`config.mk`:
```
export PLATFORM = sky130hd
export DESIGN_NAME = dsp_arg
export DESIGN_NICKNAME = d
export VERILOG_FILES = /design/src/design/dsp_pkg.sv /design/src/design/dsp_arg.sv
export SDC_FILE = /design/constraint.sdc
export NUM_CORES = 2
export LEC_CHECK = 0
export ABC_AREA = 1
export BUFFER_PORTS_ARGS = -buffer_cell sky130_fd_sc_hd__clkbuf_2
export CAP_MARGIN = 25
export CORE_MARGIN = 8
export CORE_UTILIZATION = 65
export CTS_CLUSTER_DIAMETER = 50
export DETAILED_ROUTE_END_ITERATION = 6
export PLACE_DENSITY = 0.85
export SKIP_LAST_GASP = 1
export SLEW_MARGIN = 30
export SYNTH_ARGS = -nofsm -noshare
export SYNTH_HDL_FRONTEND = slang
export SYNTH_SLANG_ARGS = --single-unit
```
`constraint.sdc`:
```
create_clock -name clk -period 4.9 [get_ports clk]
set_input_delay 0.735 -clock clk [delete_from_list [all_inputs] [get_ports clk]]
set_output_delay 0.735 -clock clk [all_outputs]
set_load 0.05 [all_outputs]
```
`src/design/dsp_pkg.sv`:
```
// shared types, register codes and constants for the diffuse sphere profile block
package dsp_pkg;

  // register indexes on the configuration port
  localparam logic [2:0] REG_CENTRE_X      = 3'd0;
  localparam logic [2:0] REG_CENTRE_Y      = 3'd1;
  localparam logic [2:0] REG_CENTRE_Z      = 3'd2;
  localparam logic [2:0] REG_RADIUS        = 3'd3;
  localparam logic [2:0] REG_WIDTH         = 3'd4;
  localparam logic [2:0] REG_INSIDE_VALUE  = 3'd5;
  localparam logic [2:0] REG_OUTSIDE_VALUE = 3'd6;

  localparam logic [32:0] ONE_Q32 = 33'h1_0000_0000;
  localparam logic [28:0] ONE_Q28 = 29'h1000_0000;
  localparam logic [23:0] WIDTH_RESET = 24'd256;

  // exp(-1) in q.32 from the truncated series
  localparam logic [32:0] E1_Q32 = 33'd1580030169;

  // start beat to result strobe, in clock edges
  localparam int DSP_LATENCY = 132;

  typedef struct packed {
    logic        valid;
    logic [24:0] distance;
  } dist_beat_t;

  typedef struct packed {
    logic        valid;
    logic        sat;
    logic        neg;
    logic [18:0] amag;
  } arg_beat_t;

  typedef struct packed {
    logic        valid;
    logic [29:0] weight;
  } weight_beat_t;

  // exp(-1)^n in q.32, truncated after every product
  function automatic logic [15:0][32:0] e1_pow_table();
    logic [15:0][32:0] tab;
    logic [65:0]       prod;
    tab[0] = ONE_Q32;
    for (int i = 1; i < 16; i++) begin
      prod   = 66'(tab[i-1]) * 66'(E1_Q32);
      tab[i] = 33'(prod >> 32);
    end
    return tab;
  endfunction

  localparam logic [15:0][32:0] E1_POW = e1_pow_table();

endpackage

```
`src/design/dsp_arg.sv`:
```
// argument stages: offset numerator, saturation test and pipelined division by the width
module dsp_arg import dsp_pkg::*; (
  input  logic        clk,
  input  logic        rst,
  input  dist_beat_t  din,
  input  logic [23:0] radius,
  input  logic [23:0] width,
  output arg_beat_t   dout
);

  logic               v1;
  logic signed [26:0] num;
  logic [25:0]        nmag;
  logic [23:0]        wdiv;

  logic        vld [0:19];
  logic        sat [0:19];
  logic        neg [0:19];
  logic [41:0] rem [0:19];
  logic [18:0] quo [0:19];

  assign nmag = num[26] ? 26'(-num) : 26'(num);
  assign wdiv = (width == '0) ? 24'd1 : width;

  always_ff @(posedge clk) begin
    if (rst) begin
      v1     <= 1'b0;
      vld[0] <= 1'b0;
    end else begin
      v1     <= din.valid;
      vld[0] <= v1;
    end
    num    <= signed'({1'b0, din.distance, 1'b0}) - signed'({3'b0, radius});
    neg[0] <= num[26];
    sat[0] <= {1'b0, nmag} >= {wdiv, 3'b000};
    rem[0] <= {nmag, 16'b0};
    quo[0] <= '0;
  end

  // restoring division, quotient bit 18 down to 0
  for (genvar i = 0; i < 19; i++) begin : g_div
    localparam int B = 18 - i;
    logic [41:0] trial;
    assign trial = 42'(wdiv) << B;
    always_ff @(posedge clk) begin
      if (rst) begin
        vld[i+1] <= 1'b0;
      end else begin
        vld[i+1] <= vld[i];
      end
      sat[i+1] <= sat[i];
      neg[i+1] <= neg[i];
      if (rem[i] >= trial) begin
        rem[i+1] <= rem[i] - trial;
        quo[i+1] <= quo[i] | (19'(1) << B);
      end else begin
        rem[i+1] <= rem[i];
        quo[i+1] <= quo[i];
      end
    end
  end

  assign dout.valid = vld[19];
  assign dout.sat   = sat[19];
  assign dout.neg   = neg[19];
  assign dout.amag  = quo[19];

endmodule

```
==> out/results.env <==
HTREE_NUM_LEVELS=3
SYNTH_CELL_TYPE_COUNT=58
SETUP_REPAIR_AFTER_GLOBAL_ROUTING_MISSED_ITS_MARGIN='false'
WORST_HOLD_PATH.NUM_CELLS=1
POWER_DENSITY_mW_PER_MM2=735
CTS_HOLD_BUF=0
REG2REGPATHDEPTH=19
DR_TOTAL_VIAS=59600
POWER_REPORT.INTERNAL_TOTAL_W=0.0246
FINALPOWER_W=0.0474
NETSWITCHINGFRACTION_PCT=48.1
POST_ROUTE_CELLS_DRIVE_ABOVE_1_SHARE_PCT=5.47
SLEW_AT_THE_PIN_WITH_THE_WORST_MAX_SLEW_SLACK_NS=0.975
GR-TOTAL-OVERFLOW=0
SETUP_VIOL=0
ANTENNA_FOUND_INITIAL=2
GP_CONGESTION=1.05
SEQ_POWER_SHARE_PCT=28.4
NETS=9416
LAYOUT_MIN_CYCLE_TIME_NS=3.80
DIE_AREA_SQ_MM=0.100
SYN_INST=8656
GRT_PASS1_WL_MM=302
SYNTH.YOSYS.WARNINGS=0
RUN_STATUS='finished with violations'
SYNTH_FP_NETS=9259
MAPPEDNETLISTAREA_SQ_MM=0.0588
POST_SYNTHESIS_AREA_PER_INSTANCE_SQ_UM=6.79
WORSTSETUPPATHTYPE='input port to register'
FIN_WORST_HOLD_SLACK_NS=0.166
CTSRESIZECOUNT=0
SYNTH-SEQ-CELLS=892
EFFECTIVE_UTILIZATION_AT_FLOORPLAN_PCT=65.4
IO_BUFFERS=97
GRT.TOTAL_USAGE_PCT=37.7
CLKPWRFRAC_PCT=17.9
DIE_WIDTH_UM=317
FINAL_ANTENNA_NET_COUNT=0
DP.FINAL_HPWL_MM=151
DIE_H_UM=317
IR_DROP_mV=0.587
CLOCK_TREE.ROOT_CELL='sky130_fd_sc_hd__clkbuf_16'
IO_PINS=98
LARGEST_BUFFER_COUNT_ON_ANY_CLOCK_PATH=3
REQUIRED_WORST_ENDPOINT_NS=5.47
WORST_SETUP_PATH_END_KIND='register'
FINAL_SUM_OF_NEGATIVE_SETUP_SLACK_NS=0
CTS_TREE='built'
P_COMB_SHARE_PCT=53.7
CP.ARRIVAL_NS=4.36
P_LEAK_nW=30.1
DRV_SLEW=0
POWER_SWITCHING_W=0.0228
FINAL-HOLD-VIOLATION-COUNT=0
FIRST_GLOBAL_VIAS=56600
TIMING.FMAX_MHz=263
CORE_ROWS=110
CLOCK-SKEW-FINAL_NS=0.0305
DR.PASS1.ITERS=7
SYN_TO_FINAL_GROWTH_PCT=9.68
TRITONCTS.NUM_BUFFERS=110
FINISH.UTILIZATION_PCT=71.7
MAX_CAP_VIOLATIONS=0
DOMINANTREGCELLSYNTH='sky130_fd_sc_hd__dfxtp_1'
MIN_PERIOD_OVER_PERIOD_PCT=77.5
CRITICAL_PATH.MAX_FANOUT=32
CLK_PIN_SLEW_NS=0.06
POSTCTSSETUPREPAIRBUFS=0
ROUTEDWLPERCELL_UM=19.4
VIAS_PER_CELL=5.91
SYNTH-EDFF-COUNT=0
FINAL_ROUTED_WIRELENGTH_MM=196
SLEW_HEADROOM_PCT=34.9
CLOCK_LATENCY_NS=0.72
DETAIL_ROUTE.DRC_VIOLATIONS=10
SINKS_ON_CLOCK_NET=892
FRACTION_OF_REGISTERS_WITH_ASYNC_SET_RESET_PCT=0
DRT_ITER0_DRC=6529
HOLDCRITPATHCLASS='input port to register'
COREAREA_SQ_MM=0.0899
GRT_MAX_DEGREE=49
FAILED_CHECKS='design-rule violations'
CRITICAL_PATH.STARTPOINT_TYPE='input port'
SYNTH_SEQ_AREA_SHARE_PCT=30.4
-- cell usage in the layout (no fill, tap or decap), types with 10 or more instances in the layout --
cell and count:
sky130_fd_sc_hd__a211oi_1 12, sky130_fd_sc_hd__a21boi_0 27, sky130_fd_sc_hd__a21o_1 95, sky130_fd_sc_hd__a21oi_1 617, sky130_fd_sc_hd__a31oi_1 68, sky130_fd_sc_hd__buf_4 67
sky130_fd_sc_hd__bufinv_16 10, sky130_fd_sc_hd__clkbuf_1 11, sky130_fd_sc_hd__clkbuf_16 112, sky130_fd_sc_hd__clkbuf_2 97, sky130_fd_sc_hd__clkinv_2 18, sky130_fd_sc_hd__clkinv_4 10
sky130_fd_sc_hd__dfxtp_1 892, sky130_fd_sc_hd__fa_1 19, sky130_fd_sc_hd__ha_1 508, sky130_fd_sc_hd__inv_1 999, sky130_fd_sc_hd__inv_2 20, sky130_fd_sc_hd__inv_6 18
sky130_fd_sc_hd__inv_8 11, sky130_fd_sc_hd__nand2_1 2160, sky130_fd_sc_hd__nand2_2 10, sky130_fd_sc_hd__nand3_1 412, sky130_fd_sc_hd__nand3_2 12, sky130_fd_sc_hd__nand3b_1 43
sky130_fd_sc_hd__nand4_1 131, sky130_fd_sc_hd__nor2_1 1039, sky130_fd_sc_hd__nor3_1 120, sky130_fd_sc_hd__nor4_1 39, sky130_fd_sc_hd__o211ai_1 18, sky130_fd_sc_hd__o21a_1 31
sky130_fd_sc_hd__o21ai_0 540, sky130_fd_sc_hd__o21ai_1 93, sky130_fd_sc_hd__o21ai_2 16, sky130_fd_sc_hd__o21bai_1 65, sky130_fd_sc_hd__or2_2 41, sky130_fd_sc_hd__xnor2_1 275
sky130_fd_sc_hd__xor2_1 161
-- cell type report --
class                           instances  area [sq um]
Fill cell                            7574         25400
Antenna cell                            2          5.00
Sequential cell                       892         17900
Multi-Input combinational cell       6614         36300
Tap cell                             1176          1470
Clock inverter                         76           910
Clock buffer                          130          2940
Inverter                             1022          3840
Timing Repair Buffer                  173          1170
-- final timing paths --
kind / startpoint / end / slack [ns]
setup / recovery: width[22] / rem[2][68] / 1.10
hold / removal: radius[0] / num[0] / 0.17
setup reg to reg: num[0] / sat[0][0] / 1.46
hold reg to reg: quo[2][35] / quo[3][16] / 0.32
-- synth_stat cells, types with 18 or more instances --
master | count | area, sq um
sky130_fd_sc_hd__nor4_1 | 39 | 244
sky130_fd_sc_hd__xnor2_1 | 275 | 2410
sky130_fd_sc_hd__o211ai_1 | 18 | 135
sky130_fd_sc_hd__or2_2 | 41 | 257
sky130_fd_sc_hd__nor2_1 | 1040 | 3900
sky130_fd_sc_hd__o21ai_0 | 540 | 2700
sky130_fd_sc_hd__a21o_1 | 95 | 713
sky130_fd_sc_hd__a31oi_1 | 68 | 425
sky130_fd_sc_hd__nand4_1 | 131 | 820
sky130_fd_sc_hd__o21a_1 | 31 | 233
sky130_fd_sc_hd__dfxtp_1 | 892 | 17900
sky130_fd_sc_hd__nand3_1 | 412 | 2060
sky130_fd_sc_hd__a21boi_0 | 27 | 203
sky130_fd_sc_hd__buf_2 | 63 | 315
sky130_fd_sc_hd__o21ai_1 | 93 | 465
sky130_fd_sc_hd__nand2_1 | 2160 | 8110
sky130_fd_sc_hd__fa_1 | 19 | 380
sky130_fd_sc_hd__a21oi_1 | 617 | 3090
sky130_fd_sc_hd__xor2_1 | 161 | 1410
sky130_fd_sc_hd__buf_4 | 35 | 263
sky130_fd_sc_hd__o21bai_1 | 65 | 488
sky130_fd_sc_hd__inv_1 | 1005 | 3770
sky130_fd_sc_hd__nor3_1 | 120 | 601
sky130_fd_sc_hd__nand3b_1 | 43 | 323
sky130_fd_sc_hd__ha_1 | 508 | 6360
-- worst max-delay path: stages --
cell and delay, ns:
sky130_fd_sc_hd__clkbuf_2 0.09, sky130_fd_sc_hd__clkinv_1 0.58, sky130_fd_sc_hd__buf_4 0.51, sky130_fd_sc_hd__buf_4 0.26, sky130_fd_sc_hd__ha_1 0.37, sky130_fd_sc_hd__nand2_1 0.13
sky130_fd_sc_hd__nor4_2 0.42, sky130_fd_sc_hd__nand4_1 0.23, sky130_fd_sc_hd__nand3_2 0.14, sky130_fd_sc_hd__inv_2 0.21, sky130_fd_sc_hd__buf_4 0.25, sky130_fd_sc_hd__o21ai_0 0.41
-- power groups by stage --
stage,Clock (W),Combinational [W],Sequential (W)
final,0.00849,0.0254,0.0135
after global routing,0.00887,0.0282,0.0136
after CTS,0.00854,0.0248,0.0133
after detailed placement,0,0.0245,0.0134
after global placement,0,0.0241,0.0134
after floorplan,0,0.0189,0.0120
-- routing by layer --
metal | routed length, um | GRT usage [%] | vias to the layer above
li1 | - | - | 28800
met2 | 84700 | 59.9 | 3139
met3 | 18600 | 6.47 | 790
met5 | 13 | 0 | -
met4 | 14000 | 23.2 | 2
met1 | 78500 | 47.6 | 26900
-- cell families after synthesis --
logic type               Yosys count  share of synthesized area (%)
adder cells (fa/ha/maj)          527                           11.5
XOR/XNOR                         436                           6.50
buffers and inverters           1150                           7.92
AND/OR/NAND/NOR                 4041                           28.5
AO/OA/AOI/OAI                   1610                           15.2
flip-flops                       892                           30.4
-- through the flow --
step	worst slack (ns)	instance area, sq um	instances
floorplan	1.05	58800	8656
global placement	0.563	60600	9877
detailed placement	0.549	60600	9877
CTS	1.29	64500	10100
global route	0.921	64500	10100
finish	1.10	64500	10100
-- registers in the layout, summed over array words and instances, names as in the netlist --
register  count
neg          20
sat          20
v1            1
quo         190
rem         614
num          27
vld          20
Power figures use the tool's default switching activity.
